===== src/lpmr_pkg.sv =====
// shared types, constants and helpers for the longest prefix match router
// no dependencies
`default_nettype none

package lpmr_pkg;

   // default route table depth
   localparam int unsigned MAX_ROUTES_DEF = 64;
   // interfaces at or above this index are treated as unreachable
   localparam int unsigned NUM_INTERFACES = 16;
   // longest legal prefix length
   localparam logic [5:0]  MAX_PREFIX_LEN = 6'd32;

   typedef enum logic [2:0] {
      ST_ADDED   = 3'd0,
      ST_FULL    = 3'd1,
      ST_FORWARD = 3'd2,
      ST_EXPIRED = 3'd3,
      ST_NOROUTE = 3'd4
   } status_type;

   typedef enum logic [1:0] {
      OP_ADD     = 2'd0,
      OP_EXPIRED = 2'd1,
      OP_LOOKUP  = 2'd2
   } op_type;

   typedef enum logic {
      BK_IDLE = 1'b0,
      BK_SCAN = 1'b1
   } bk_state_type;

   // classified command between the front and the back
   typedef struct packed {
      op_type      op;
      logic [31:0] prefix;
      logic [5:0]  prefix_len;
      logic        has_gw;
      logic [31:0] gw;
      logic [3:0]  iface;
      logic [31:0] dst;
      logic [7:0]  ttl;
   } cmd_type;

   // one result item
   typedef struct packed {
      status_type  status;
      logic [3:0]  iface;
      logic [31:0] hop;
      logic [7:0]  ttl;
   } rsp_type;

   // one stored route
   typedef struct packed {
      logic [31:0] prefix;
      logic [5:0]  len;
      logic        has_gw;
      logic [31:0] gw;
      logic [3:0]  iface;
   } entry_type;

   // network mask for a prefix length of 0 to 32
   function automatic logic [31:0] len_mask(input logic [5:0] len);
      logic [31:0] mask;
      if (len == 6'd0) begin
         mask = 32'd0;
      end else if (len >= MAX_PREFIX_LEN) begin
         mask = 32'hFFFF_FFFF;
      end else begin
         mask = 32'hFFFF_FFFF << (MAX_PREFIX_LEN - len);
      end
      return mask;
   endfunction

endpackage

`default_nettype wire


===== src/lpmr_front.sv =====
// front end: classifies incoming items and holds them in a two-entry queue
// depends on lpmr_pkg
`default_nettype none

module lpmr_front (
   input  wire logic            clock,
   input  wire logic            reset,
   input  wire logic            push,
   output logic                 full,
   input  wire logic            req_mode,
   input  wire logic [31:0]     req_prefix,
   input  wire logic [5:0]      req_prefix_len,
   input  wire logic            req_has_next_hop,
   input  wire logic [31:0]     req_gateway_addr,
   input  wire logic [3:0]      req_route_interface,
   input  wire logic [31:0]     req_dst_addr,
   input  wire logic [7:0]      req_ttl_in,
   input  wire logic            cmd_pop,
   output logic                 cmd_empty,
   output lpmr_pkg::cmd_type    cmd_head
);
   import lpmr_pkg::*;

   cmd_type    cmd_new;
   cmd_type    q_ff [2];
   logic       wr_ptr_ff, wr_ptr_in;
   logic       rd_ptr_ff, rd_ptr_in;
   logic [1:0] cnt_ff, cnt_in;
   logic       do_push, do_pop;

   // classify: add, expired datagram or table lookup
   always_comb begin
      cmd_new = '0;
      if (!req_mode) begin
         cmd_new.op = OP_ADD;
      end else if (req_ttl_in <= 8'd1) begin
         cmd_new.op = OP_EXPIRED;
      end else begin
         cmd_new.op = OP_LOOKUP;
      end
      cmd_new.prefix     = req_prefix;
      cmd_new.prefix_len = (req_prefix_len > MAX_PREFIX_LEN) ? MAX_PREFIX_LEN : req_prefix_len;
      cmd_new.has_gw     = req_has_next_hop;
      cmd_new.gw         = req_gateway_addr;
      cmd_new.iface      = req_route_interface;
      cmd_new.dst        = req_dst_addr;
      cmd_new.ttl        = req_ttl_in;
   end

   assign full      = (cnt_ff == 2'd2);
   assign cmd_empty = (cnt_ff == 2'd0);
   assign cmd_head  = q_ff[rd_ptr_ff];
   assign do_push   = push && !full;
   assign do_pop    = cmd_pop && !cmd_empty;

   always_comb begin
      wr_ptr_in = do_push ? ~wr_ptr_ff : wr_ptr_ff;
      rd_ptr_in = do_pop ? ~rd_ptr_ff : rd_ptr_ff;
      cnt_in    = cnt_ff;
      if (do_push && !do_pop) begin
         cnt_in = cnt_ff + 2'd1;
      end else if (do_pop && !do_push) begin
         cnt_in = cnt_ff - 2'd1;
      end
   end

   always_ff @(posedge clock) begin
      if (reset) begin
         wr_ptr_ff <= 1'b0;
         rd_ptr_ff <= 1'b0;
         cnt_ff    <= 2'd0;
      end else begin
         wr_ptr_ff <= wr_ptr_in;
         rd_ptr_ff <= rd_ptr_in;
         cnt_ff    <= cnt_in;
      end
   end

   always_ff @(posedge clock) begin
      if (do_push) begin
         q_ff[wr_ptr_ff] <= cmd_new;
      end
   end

endmodule

`default_nettype wire


===== config.mk =====
export PLATFORM = sky130hd
export DESIGN_NAME = lpmr_front
export DESIGN_NICKNAME = d
export VERILOG_FILES = /design/src/lpmr_pkg.sv /design/src/lpmr_front.sv
export SDC_FILE = /design/constraint.sdc
export NUM_CORES = 1
export LEC_CHECK = 0
export BUFFER_PORTS_ARGS = -buffer_cell sky130_fd_sc_hd__clkbuf_2
export CAP_MARGIN = 20
export CORE_MARGIN = 2
export CORE_UTILIZATION = 35
export DETAILED_ROUTE_END_ITERATION = 7
export PLACE_DENSITY = 0.7
export SETUP_SLACK_MARGIN = 0.2
export SLEW_MARGIN = 20
export SYNTH_ARGS = -nofsm -noshare
export SYNTH_HDL_FRONTEND = slang
export SYNTH_SLANG_ARGS = --single-unit
export TNS_END_PERCENT = 30

===== constraint.sdc =====
create_clock -name clock -period 3.9 [get_ports clock]
set_input_delay 0.78 -clock clock [delete_from_list [all_inputs] [get_ports clock]]
set_output_delay 0.78 -clock clock [all_outputs]
set_load 0.02 [all_outputs]

Word-level counts from Yosys, hierarchy flattened
Memory sizes are Yosys's and may differ from the RTL's. A register that Yosys moved wholly into a read port is not among the register bits.
Cells that the tools add are included.
Operators by class
  $add $sub $neg: 2
  order comparisons: 2
  equal/unequal tests: 1
  mux-type cells: 9
  bitwise logic cells: 2
  reduce and logical (&&, ||, !) cells: 10
Operator list (count)
  $le 8x1->1 const B: 1
  $mux 2: 4
  $gt 6x6->1 const B: 1
  $mux 6: 1
  $logic_and 1x1->1: 4
  $logic_not 1->1: 4
  $mux 1: 4
  $add 2x1->2 const B: 1
  $eq 2x2->1 const B: 1
  $logic_not 2->1: 1
  $not 1->1: 2
  $reduce_bool 2->1: 1
  $sub 2x1->2 const B: 1
Word-level totals
  flip-flop bits (word level): 4
  bits in writable memories: 234
  input bits: 120
  output and inout port bits: 119
  word-level logic and storage cells: 30
  memories: 1
Memory list
  q_ff: depth 2, width 117, rd ports 1, clocked after memory_dff 1, wr ports 1, line lpmr_front.sv:25  | cmd_type q_ff [2];

Depth between registers and ports, before layout
  word-level depth: 7
  mapped depth: 6
  mapped depth without buffers: 6

Worst setup path before layout
No wires, ideal clock.
  kind: input-to-reg
  from: input push
  to: memory q_ff[1][0] (netlist name) (enable)
  library setup time: 0.490 ns
  arrival time: 3.668 ns
  required time: 3.410 ns
  path slack: -0.258 ns
  stages: 3
  cell sequence: inv_1 > nor2_1 > and2_1
Between the ends
  word-level cells in the longest chain between the ends: 3
Ends and longest elaborated chain
  from (decl): line lpmr_front.sv:8  | input wire logic push,
  $logic_and 1x1->1: line lpmr_front.sv:53  | assign do_push = push && !full;
  via do_push: line lpmr_front.sv:29  | logic do_push, do_pop;
  $mux 1: line lpmr_front.sv:80  | if (do_push) begin
  $mux 1 (not written as such): line lpmr_front.sv:81  | q_ff[wr_ptr_ff] <= cmd_new;
  to (decl): line lpmr_front.sv:25
The timed path passes the listed nets, and every way through them passes these cells.

==> results.toml <==
[setup_path]
reg2reg_to = "q_ff[1][105]"
reg2reg_from = "cnt_ff[0]"
end_kind = "output port"
arrival_ns = 2.07
criticalPathCategory = "register to output port"
r2r_setup_slack_ns = 1.91
crit_required_ns = 3.12
reg2reg_depth = 4
cp_max_fo = 54
startpoint_type = "register"

[finish]
nFillCells = 2186
layout_common_cells = "clkbuf_2, edfxtp_1, mux2_2, mux2_4, clkbuf_16"
final_common_cell = "clkbuf_2"
antenna_cells = 0
postLayoutCoreUtil = 0.453
areaGrowthSynthToFinish_pct = 28.1
fin_nets = 778
drive_above_1_share = 0.598
stdcell_count = 1007
design_area_um2 = 11300

[sta]
setup_tns_ns = 0
fin_crit_sh = 0.732
setup_viol = 0
clock_skew_ns = 0.0120
fin_crit_ns = 2.85
tightest_slew_ns = 0.753
rsz0062_at_grt = "no"
slew_viol_final = 0
max_slew_margin = 0.498
fin_hold_ws_ns = 0.451
hold_violations = 0
fmax_ghz = 0.350
timing.final.ws_setup_ns = 1.05

[drt]
vias = 4473
initialDrtViolationCount = 259
dr.pass1.iters = 5
wl_per_cell_um = 16.2
wl_um = 16300
drc = 0
viasPerCell = 4.44
final_antenna_net_count = 0

[clock_network]
post-cts-setup-buffers = 0
ctsResizeCount = 0
clkSlewWorstSetupHoldPaths_ns = 0.06
cts_root_buf = "clkbuf_16"
ctsHtreeMaxLevel = 1
clock_latency_ns = 0.52
numClockSinks = 239
cts_inserted_buffers = 26
clk_path_buf_depth = 3
hold_buffers = 0
cts_tree = "yes"

[power]
p_leak_nw = 4.31
p_comb_frac = 0.268
power_frac_seq = 0.420
total_power_mw = 7.87
p_clk_frac = 0.312
p_per_area_nw_per_um2 = 696
internal-power_mw = 5.60
max-vdd-ir-drop_mv = 0.488
switchingPower_mw = 2.27
swShare = 0.289

[global_routing]
grt_max_degree = 64
grt_pass1_vias = 4591
grt_pass1_wl_um = 23900
overflow = 0
antenna_found_initial = 0
grt_use_total = 0.116

[yosys]
syn-cell-area_um2 = 8830
yosys.area.top_type_share = 0.796
synth_seq_cells = 239
yosys-top-cells-area = "edfxtp_1, mux2_2, mux2_4"
ys_types = 21
synth_area_per_cell_um2 = 22.1
synth_top_area_cell = "edfxtp_1"
yosysWarnings = 0
postSynthCellCount = 399
ys_seq_area_frac = 0.807
synth_fp_nets = 520

[placement]
dp_slack_ns = 1.49
placed_area_um2 = 10400
gp_congestion = 0.708
dp_cells = 959
dp_hpwl_um = 10700
io_buffers = 238

[floorplan]
dieHeight_um = 163
row_count = 58
core_area_um2 = 25000
start_util = 0.354
dieArea_um2 = 26500
die_w_um = 163
boundaryPins = 239

[worst_hold_path]
min_from = "req_gateway_addr[8]"
whs_path_depth = 1
worstHoldPathType = "primary input to register"
min_to = "q_ff[1][52]"

[run_status]
status = "complete, no violations"

[job]
drv_cap = 0
-- flip-flops by register name, indices dropped and copies added (netlist names), named ones only --
register	cells
rd_ptr_ff	1
wr_ptr_ff	1
q_ff	234
cnt_ff	2
-- area by class of cell --
type | count | area (µm²) | area share
flip-flops and latches | 239 | 7130 | 0.630
multi-input cells | 144 | 1600 | 0.141
repair buffers | 244 | 1290 | 0.114
clock buffers | 31 | 691 | 0.0610
well taps | 330 | 413 | 0.0365
clock inverters | 17 | 186 | 0.0165
inverters | 2 | 10.0 | 0.000885
-- synthesized netlist by cell type (all sizes together) --
cell	count
or3	2
edfxtp	234
and2	1
nor4	1
clkbuf	1
and3	1
nor2	5
ha	1
nor3	1
xor2	3
mux2	117
nor2b	6
buf	13
a21oi	2
inv	2
o21ai	3
dfxtp	5
a21boi	1
-- how the worst max path moves through the flow --
stage                              end  slack, ns  depth (start not counted)
after floorplan             q_ff[0][0]      -0.03                          3
after global placement     q_ff[0][75]       1.51                          5
after detailed placement  q_ff[1][108]       1.49                          5
after CTS                 cmd_head[28]       0.99                          3
after global routing      cmd_head[71]       0.94                          3
final                     cmd_head[70]       1.05                          3
-- per-layer routing --
metal  vias up  track usage  share of wire
li1       2102            -              -
met1      2183        0.138           0.40
met2       160        0.198           0.49
met3        28       0.0392          0.083
met4         0       0.0354          0.023
met5         -            0              0
-- worst max-delay path: stages, from the launching register on --
cell	delay (ns)
dfxtp_4	0.35
buf_4	0.57
mux2_2	0.41
clkbuf_2	0.16
-- power by group through the flow --
stage	clock [mW]	combinational, mW	sequential [mW]
3_5_place_dp	0	2.15	3.36
3_3_place_gp	0	2.14	3.34
6_report	2.46	2.11	3.31
2_1_floorplan	0	1.50	3.37
4_1_cts	2.54	2.16	3.31
5_1_grt	2.65	2.25	3.33
-- kinds of logic (layout without fill, tap and decap cells) --
family,after synthesis,count (layout),synth area share
fa+ha+maj,1,1,0.00142
flops,239,239,0.807
mux,117,117,0.162
buf+inv,16,294,0.0122
compound gates,6,6,0.00368
xor+xnor,3,3,0.00298
simple gates,17,17,0.0108
(Power assumes the default switching activity.)
