**src/lpmr_pkg.sv**
```systemverilog
// shared types, constants and helpers for the longest prefix match router
// no dependencies
`default_nettype none

package lpmr_pkg;

   // default route table depth
   localparam int unsigned MAX_ROUTES_DEF = 64;
   // interfaces at or above this index are treated as unreachable
   localparam int unsigned NUM_INTERFACES = 16;
   // longest legal prefix length
   localparam logic [5:0]  MAX_PREFIX_LEN = 6'd32;

   typedef enum logic [2:0] {
      ST_ADDED   = 3'd0,
      ST_FULL    = 3'd1,
      ST_FORWARD = 3'd2,
      ST_EXPIRED = 3'd3,
      ST_NOROUTE = 3'd4
   } status_type;

   typedef enum logic [1:0] {
      OP_ADD     = 2'd0,
      OP_EXPIRED = 2'd1,
      OP_LOOKUP  = 2'd2
   } op_type;

   typedef enum logic {
      BK_IDLE = 1'b0,
      BK_SCAN = 1'b1
   } bk_state_type;

   // classified command between the front and the back
   typedef struct packed {
      op_type      op;
      logic [31:0] prefix;
      logic [5:0]  prefix_len;
      logic        has_gw;
      logic [31:0] gw;
      logic [3:0]  iface;
      logic [31:0] dst;
      logic [7:0]  ttl;
   } cmd_type;

   // one result item
   typedef struct packed {
      status_type  status;
      logic [3:0]  iface;
      logic [31:0] hop;
      logic [7:0]  ttl;
   } rsp_type;

   // one stored route
   typedef struct packed {
      logic [31:0] prefix;
      logic [5:0]  len;
      logic        has_gw;
      logic [31:0] gw;
      logic [3:0]  iface;
   } entry_type;

   // network mask for a prefix length of 0 to 32
   function automatic logic [31:0] len_mask(input logic [5:0] len);
      logic [31:0] mask;
      if (len == 6'd0) begin
         mask = 32'd0;
      end else if (len >= MAX_PREFIX_LEN) begin
         mask = 32'hFFFF_FFFF;
      end else begin
         mask = 32'hFFFF_FFFF << (MAX_PREFIX_LEN - len);
      end
      return mask;
   endfunction

endpackage

`default_nettype wire

```
**src/lpmr_rsp_q.sv**
```systemverilog
// two-entry result queue that parts the back end from the result port
// depends on lpmr_pkg
`default_nettype none

module lpmr_rsp_q (
   input  wire logic              clock,
   input  wire logic              reset,
   input  wire logic              push,
   input  wire lpmr_pkg::rsp_type push_data,
   output logic                   full,
   input  wire logic              pop,
   output logic                   empty,
   output lpmr_pkg::rsp_type      head
);
   import lpmr_pkg::*;

   rsp_type    q_ff [2];
   logic       wr_ptr_ff, wr_ptr_in;
   logic       rd_ptr_ff, rd_ptr_in;
   logic [1:0] cnt_ff, cnt_in;
   logic       do_push, do_pop;

   assign full    = (cnt_ff == 2'd2);
   assign empty   = (cnt_ff == 2'd0);
   assign head    = q_ff[rd_ptr_ff];
   assign do_push = push && !full;
   assign do_pop  = pop && !empty;

   always_comb begin
      wr_ptr_in = do_push ? ~wr_ptr_ff : wr_ptr_ff;
      rd_ptr_in = do_pop ? ~rd_ptr_ff : rd_ptr_ff;
      cnt_in    = cnt_ff;
      if (do_push && !do_pop) begin
         cnt_in = cnt_ff + 2'd1;
      end else if (do_pop && !do_push) begin
         cnt_in = cnt_ff - 2'd1;
      end
   end

   always_ff @(posedge clock) begin
      if (reset) begin
         wr_ptr_ff <= 1'b0;
         rd_ptr_ff <= 1'b0;
         cnt_ff    <= 2'd0;
      end else begin
         wr_ptr_ff <= wr_ptr_in;
         rd_ptr_ff <= rd_ptr_in;
         cnt_ff    <= cnt_in;
      end
   end

   always_ff @(posedge clock) begin
      if (do_push) begin
         q_ff[wr_ptr_ff] <= push_data;
      end
   end

endmodule

`default_nettype wire

```
**config.mk**
```make
export PLATFORM = sky130hd
export DESIGN_NAME = lpmr_rsp_q
export DESIGN_NICKNAME = d
export VERILOG_FILES = /design/src/lpmr_pkg.sv /design/src/lpmr_rsp_q.sv
export SDC_FILE = /design/constraint.sdc
export NUM_CORES = 1
export LEC_CHECK = 0
export BUFFER_PORTS_ARGS = -buffer_cell sky130_fd_sc_hd__buf_2
export CAP_MARGIN = 20
export CELL_PAD_IN_SITES_DETAIL_PLACEMENT = 0
export CELL_PAD_IN_SITES_GLOBAL_PLACEMENT = 2
export CORE_ASPECT_RATIO = 1.75
export CORE_MARGIN = 5
export CORE_UTILIZATION = 40
export DETAILED_ROUTE_END_ITERATION = 7
export PLACE_DENSITY_LB_ADDON = 0.25
export SYNTH_ARGS = -nofsm -noshare
export SYNTH_HDL_FRONTEND = slang
export SYNTH_SLANG_ARGS = --single-unit
```
**constraint.sdc**
```tcl
create_clock -name clock -period 6.22 [get_ports clock]
set_clock_uncertainty 0.1 [all_clocks]
set_input_delay 0.933 -clock clock [delete_from_list [all_inputs] [get_ports clock]]
set_output_delay 0.933 -clock clock [all_outputs]
set_load 0.02 [all_outputs]
```
=== Word level (Yosys, flattened, before mapping) ===
Memories as Yosys holds them, arrays and structs flattened. A register that Yosys moved wholly into a read port is not among the register bits.
Index checks and enable logic that the tools add are counted.

* Memory bits (writable): 94
* ROM bits: 0
* Memories kept: 1
* Latch bits: 0
* Output and inout bits: 49
* Register bits after elaboration: 4
* Bits of input ports: 51

{| class="wikitable"
|+ Memory list
! memory !! words !! bits a word !! read ports !! clocked after Yosys merged registers in !! wr ports !! line !! text
|-
| q_ff || 2 || 47 || 1 || 1 || 1 || lpmr_rsp_q.sv:17 || <nowiki>rsp_type q_ff [2];</nowiki>
|}

* Add/sub/neg operators: 2
* Magnitude comparators: 0
* Muxes and demuxes: 6
* Div/mod/pow operators: 0
* Shift operators: 0
* $mul: 0
* Eq/ne operators: 1
* Bitwise operators: 2
* Reductions and logical operators: 10

{| class="wikitable"
|+ Operators with widths
! kind !! count
|-
| $logic_and A1 B1 Y1 || 4
|-
| $logic_not A1 Y1 || 4
|-
| $mux W1 || 4
|-
| $mux W2 || 2
|-
| $add A2 B1 Y2 const B || 1
|-
| $eq A2 B2 Y1 const B || 1
|-
| $logic_not A2 Y1 || 1
|-
| $not A1 Y1 || 2
|-
| $reduce_bool A2 Y1 || 1
|-
| $sub A2 B1 Y2 const B || 1
|}

=== Longest topological paths before layout ===
Gate-level depths: netlist of the first run.

* Word-level depth: 7
* Mapped depth: 6

=== Least setup slack after synthesis of the first run ===
OpenSTA, ideal clock, no wires.

* Path kind: input to register
* Start point: in push
* End point: mem q_ff[0][0] (netlist bit) (enable)
* Required time: 5.719 ns
* Library setup time: 0.401 ns
* Data arrival time: 2.261 ns
* Buffers on the path: 0
* Path slack: 3.457 ns
* Stages: 3
* Path through: inv_1 -> or3_1 -> inv_1

* Cells in the longest elaborated chain, start to end: 3

{| class="wikitable"
|+ Ends and longest elaborated chain
! element !! line !! text
|-
| start: declaration || lpmr_rsp_q.sv:8 || <nowiki>input wire logic push,</nowiki>
|-
| $logic_and A1 B1 Y1 || lpmr_rsp_q.sv:26 || <nowiki>assign do_push = push && !full;</nowiki>
|-
| $mux W1 || lpmr_rsp_q.sv:53 || <nowiki>if (do_push) begin</nowiki>
|-
| $mux W1 (not written as such) || lpmr_rsp_q.sv:54 || <nowiki>q_ff[wr_ptr_ff] <= push_data;</nowiki>
|-
| end: declaration || lpmr_rsp_q.sv:17 ||
|}

Every way passes these cells.

==> key figures, run 1 <==
Run status
  • Status: completed

Cells and area
  • Commonest non-fill, non-tap cell in the layout: buf_2
  • FF/Latch Area: 2920 um2
  • Nets: 331
  • Non-Filler Instances: around 400
  • Multi-input gate area: 641 um2
  • # diodes: 0
  • Layout area overhead: 26.3%
  • Most frequent cells in the layout: buf_2 (99), edfxtp_1 (94), mux2_2 (47), clkbuf_16 (9), nor2_1 (5)
  • Filler instances: between 800 and 900
  • Share of cells above drive strength 1: 0.585

Timing
  • Setup TNS Final: 0 ns
  • Pins Over Slew Limit: 0
  • RSZ-0062 raised after global routing: no
  • FMAX: 351 MHz
  • Hold_ws: 0.398 ns
  • Setup ws final: 3.37 ns
  • Count of final setup violators: 0
  • Max-slew headroom: 0.604
  • Final min period: 2.85 ns
  • Worst slew pin tran: 0.595 ns
  • Final period utilization: 0.458
  • Final Hold Fails: 0

Floorplan
  • Row count: 46
  • Die area: 11100 um2
  • IO Pins: 100
  • Die H: 136 um
  • Core ar.: 8980 um2
  • Starting Density: 0.402
  • Die Width: around 80 um

Drt
  • Via density: 4.58
  • Wire per inst: 15.9 um
  • Final antenna-violating net count: 0
  • Remaining DRCs: 0
  • Initial DRC Count: 66
  • Routed WL: 6410 um
  • Total number of vias: between 1500 and 2000
  • Drt pass-1 iters: 5

Placed design
  • Number of buffers inserted by port buffering: 99
  • DPL Wire Length: 4380 um
  • Gpl congestion: 0.698
  • DP Worst Slack: 3.46 ns
  • Placed insts: 387

Clock network
  • Clock Root Buffer: clkbuf_16
  • CTS resizes: 0
  • Clk pin slew, worst setup/hold paths: around 0.060 ns
  • CTS tree: done
  • Post-CTS Setup Inserts: 0
  • Clk_lat worst skew: approximately 0.33 ns
  • Cts hold-fix bufs: 0
  • Clk buf depth: 2
  • TritonCTS buffer count: 9
  • CTS H-Tree Depth: 3
  • Num Clock Sinks: 99

Worst setup path
  • R2R Path End: q_ff[1][3]
  • R2R Setup Slk: 4.34 ns
  • Crit end category: primary output
  • Worst r2r src: cnt_ff[1]
  • Worst path required time: 5.19 ns
  • Depth of the worst register-to-register path: 4
  • Worst endpoint data arrival time: 1.82 ns
  • Setup CP Type: flop to primary output
  • CP Launch Type: flop
  • Critical Path Fanout Max: 25

GRT
  • GR met1 Demand/Resource: 0.127
  • GRT met3 Usage: 0.0326
  • M2 GR Usage: 0.213
  • Number of antenna violations at the first check in global routing: 0
  • Gr ovfl total: 0
  • All-Layer GR Usage: 0.120
  • Largest net degree at the start of global routing: 48
  • First-pass GRT wire length: 9670 um
  • Gr busiest metal: met2
  • Vias in the first global route: 2001

Synthesis
  • Register area share after synthesis: 0.809
  • Ys Warns: 0
  • Syn nets: 223
  • Cell variety after synth: 14
  • Avg Inst Size Synth: between 20 and 25 um2
  • Mapped Cells: 171
  • Synthesized area: roughly 3600 um2
  • #FFs+latches synth: 99

Min path
  • Hold wc startpoint: wr_ptr_ff
  • Hold Path Class: flop to flop
  • Hold path endpoint: wr_ptr_ff
  • Hold Path Cell Cnt: 2

Run
  • Max Cap Viol: 0

Power and ir drop
  • PwrDens: 422 nW/um2
  • Static Leak: 0.00171 uW
  • Worst vdd ir: between 0.2 and 0.3 mV
## per-layer routing
layer,vias up,routed length (um)
met5,-,0
met2,56,3660
met1,899,2310
li1,888,-
met4,0,108
met3,8,335
## sequential cells by signal, summed over array words and instances, names as in the netlist, named ones only
register and flops:
wr_ptr_ff 1, q_ff 94, cnt_ff 2, rd_ptr_ff 1
## metrics by stage
stage | area (um2) | utilization | total power, uW
6_report | 4560 | 0.508 | 1930
5_1_grt | 4560 | 0.508 | 2030
4_1_cts | 4540 | 0.506 | 1960
3_5_place_dp | 4260 | 0.474 | 1430
3_3_place_gp | 4220 | 0.470 | 1420
2_1_floorplan | 3610 | - | 1260
## Yosys cell counts, drive strengths merged
library cell	instances	area (um2)
edfxtp	94	2820
mux2	47	529
buf	5	43.8
dfxtp	5	100
nor2	5	18.8
o21ai	3	15.0
xor2	3	26.3
a21oi	2	10.0
inv	2	7.51
or3	2	12.5
and2	1	6.26
ha	1	12.5
nor2b	1	8.76
## layout make-up
cell class / count / area share
clock inverters: 6 / 0.0123
repair buffers: 102 / 0.122
flip-flops and latches: 99 / 0.641
multi-input cells: 65 / 0.140
clock buffers: 10 / 0.0502
inverters: 2 / 0.00165
well taps: 120 / 0.0329
## critical path, stage by stage, from the launching register on
cell     delay, ns
dfxtp_2       0.70
buf_12        0.26
mux2_2        0.36
buf_2         0.16
## power by group
part           internal [uW]  total, uW  switching (uW)
Combinational            221        525             303
Clock                    308        521             213
Sequential               838        882            43.7
Total                   1370       1930             560
## worst max path at each step
| stage | from | to | slack [ns] |
|---|---|---|---|
| after floorplan | push | q_ff[0][0] | 3.46 |
| after global placement | flop | head[16] | 3.43 |
| after detailed placement | push | q_ff[0][22] | 3.46 |
| after CTS | flop | head[2] | 3.29 |
| after global routing | flop | head[2] | 3.26 |
| final | flop | head[21] | 3.37 |
## cells by family (layout without fill, tap and decap cells)
kind of cell / count (synthesis) / after routing / synth area share
buffers and inverters: 7 / 120 / 0.0142
muxes: 47 / 47 / 0.146
xor gates and xnor gates: 3 / 3 / 0.00727
and+or+nand+nor: 9 / 9 / 0.0128
DFF: 99 / 99 / 0.809
adders and majority gates: 1 / 1 / 0.00346
AOI/OAI and AO/OA: 5 / 5 / 0.00692
Power figures use the tool's default switching activity.
==> run 2: changes to the inputs <==
- CORE_UTILIZATION: 40 -> 37
- clock period: 6.22 -> 3 ns (I/O delays scaled with it)
==> run 2 against run 1 <==
  * Critical path depth stayed put
  * Combinational power rose by 110%
  * Utilization shrank 2.8 points
  * Sequential power rose by 110%
  * First-iteration DRC count grew 21%
  * Final area increased by 0.27%
  * Clock power increased by 110%
  * Critical path type unchanged
==> key figures, run 2 (synthesis results as in run 1) <==
Run status
  • Status: completed

Worst setup path
  • Setup CP Type: flop to primary output
  • CP Launch Type: flop
  • Worst stage delay on the critical path: 0.65 ns
  • Crit-path cells: buf_12 -> mux2_2 -> buf_2
  • R2R Path End: q_ff[1][24]
  • Crit path buf inv count: 2
  • Critical Path Sink: head[32]
  • CP max stage cell: dfxtp_2
  • Worst r2r src: cnt_ff[0]
  • Worst path required time: between 2 and 2.5 ns
  • R2R Setup Slk: 1.11 ns
  • Worst endpoint data arrival time: approximately 1.8 ns
  • Delay-heaviest family, CP: flip-flops
  • Crit path depth: 3
  • Critical Path Fanout Max: 28
  • Depth of the worst register-to-register path: 4
  • Crit end category: primary output

Clock network
  • CTS H-Tree Depth: 3
  • Cts hold-fix bufs: 0
  • TritonCTS buffer count: 9
  • Num Clock Sinks: 99
  • CTS tree: done
  • Clk buf depth: 2
  • CTS resizes: 0
  • Clk pin slew, worst setup/hold paths: 0.07 ns
  • Clock Root Buffer: clkbuf_16
  • Post-CTS Setup Inserts: 0
  • Clk_lat worst skew: 0.33 ns

Cells and area
  • Filler instances: 869
  • Top reg by flops: q_ff
  • Commonest non-fill, non-tap cell in the layout: buf_2
  • Share of cells above drive strength 1: 0.588
  • Largest registers: q_ff: 94 flops, cnt_ff: 2 flops
  • Layout area overhead: 26.6%
  • Nets: around 330
  • Most frequent cells in the layout: buf_2 (99), edfxtp_1 (94), mux2_2 (47), clkbuf_16 (9), nor2_1 (5)
  • Max FFs per register: 94
  • # diodes: 0

Timing
  • Max-slew headroom: 0.626
  • Final min period: 2.35 ns
  • Count of final setup violators: 0
  • Final period utilization: 0.782
  • Hold_ws: 0.203 ns
  • RSZ-0062 raised after global routing: no
  • Pins Over Slew Limit: 0
  • Final Hold Fails: 0
  • FMAX: 426 MHz
  • Worst slew pin tran: 0.560 ns
  • Setup TNS Final: 0 ns

Min path
  • Hold Path Class: input port to flop
  • Hold Path Cell Cnt: 1

Floorplan
  • Row count: 47
  • Starting Density: 0.379
  • Core ar.: 9530 um2
  • IO Pins: 100
  • Die area: 11900 um2
  • Die Width: roughly 85 um
  • Die H: 141 um

Drt
  • Wire per inst: 15.6 um
  • Drt pass-1 iters: 4
  • Via density: 4.52
  • Remaining DRCs: 0
  • Total number of vias: 1835
  • Routed WL: about 6300 um
  • Final antenna-violating net count: 0
  • Initial DRC Count: 80

GRT
  • Vias in the first global route: ~2100
  • Number of antenna violations at the first check in global routing: 0
  • First-pass GRT wire length: 10100 um
  • Largest net degree at the start of global routing: 44
  • All-Layer GR Usage: 0.111
  • Gr ovfl total: 0

Placed design
  • Gpl congestion: 0.663
  • Number of buffers inserted by port buffering: 99
  • DPL Wire Length: roughly 4500 um

Power and ir drop
  • Static Leak: 0.00170 uW
  • Worst vdd ir: 0.581 mV
  • PwrDens: roughly 900 nW/um2

Run
  • Max Cap Viol: 0
run 2: cell types whose count changed in the layout (fill, tap and decap cells not counted):
cell / before / now
clkinv_4: 1 / 2
clkinv_2: 2 / 0
clkinv_1: 2 / 1
clkinvlp_4: 0 / 2
run 2: per-stage QoR:
| stage | std cells | total power [uW] | util | setup slack [ns] | instance area, um2 |
|---|---|---|---|---|---|
| floorplan | 171 | 2610 | - | 0.699 | 3610 |
| global placement | 390 | 2980 | 0.449 | 0.959 | 4280 |
| detailed placement | 390 | 2980 | 0.449 | 0.983 | 4280 |
| CTS | 406 | 4100 | 0.480 | 0.579 | 4580 |
| global route | 406 | 4230 | 0.480 | 0.541 | 4580 |
| finish | 406 | 4020 | 0.480 | 0.654 | 4580 |
run 2: worst min path at each step:
stage | from | end | slack (ns)
6_report | push_data[27] | q_ff[1][27] | 0.20
5_1_grt | push_data[27] | q_ff[0][27] | 0.18
4_1_cts | push_data[26] | q_ff[1][26] | 0.18
3_5_place_dp | wr_ptr_ff | wr_ptr_ff | 0.39
3_3_place_gp | wr_ptr_ff | wr_ptr_ff | 0.38
2_1_floorplan | wr_ptr_ff | wr_ptr_ff | 0.35
run 2: layout make-up:
type                       instances  area (um2)  area share
sequential                        99        2920       0.639
multi-input combinational         65         641       0.140
timing repair buffer             102         556       0.121
clock buffer                      10         229      0.0500
tap                              122         153      0.0334
clock inverter                     6        66.3      0.0145
inverter                           2        7.51     0.00164
run 2: where the power goes:
part / internal [uW] / total, uW / leakage, uW / switching, uW
Clock: 645 / 1100 / 0.000136 / 454
Sequential: 1740 / 1830 / 0.000919 / 88.8
Combinational: 459 / 1090 / 0.000646 / 632
run 2: worst register-to-register path: stages (launching register included):
cell,delay [ns]
dfxtp_1,0.45
nor2b_2,0.09
nor2_1,0.14
and2_2,0.53
buf_12,0.27
run 2: metal layers:
metal,track usage,share of wire,up-vias
met2,0.193,0.55,72
li1,-,-,880
met1,0.111,0.35,881
met4,0.0450,0.0063,0
met3,0.0584,0.095,2
met5,0,0,-
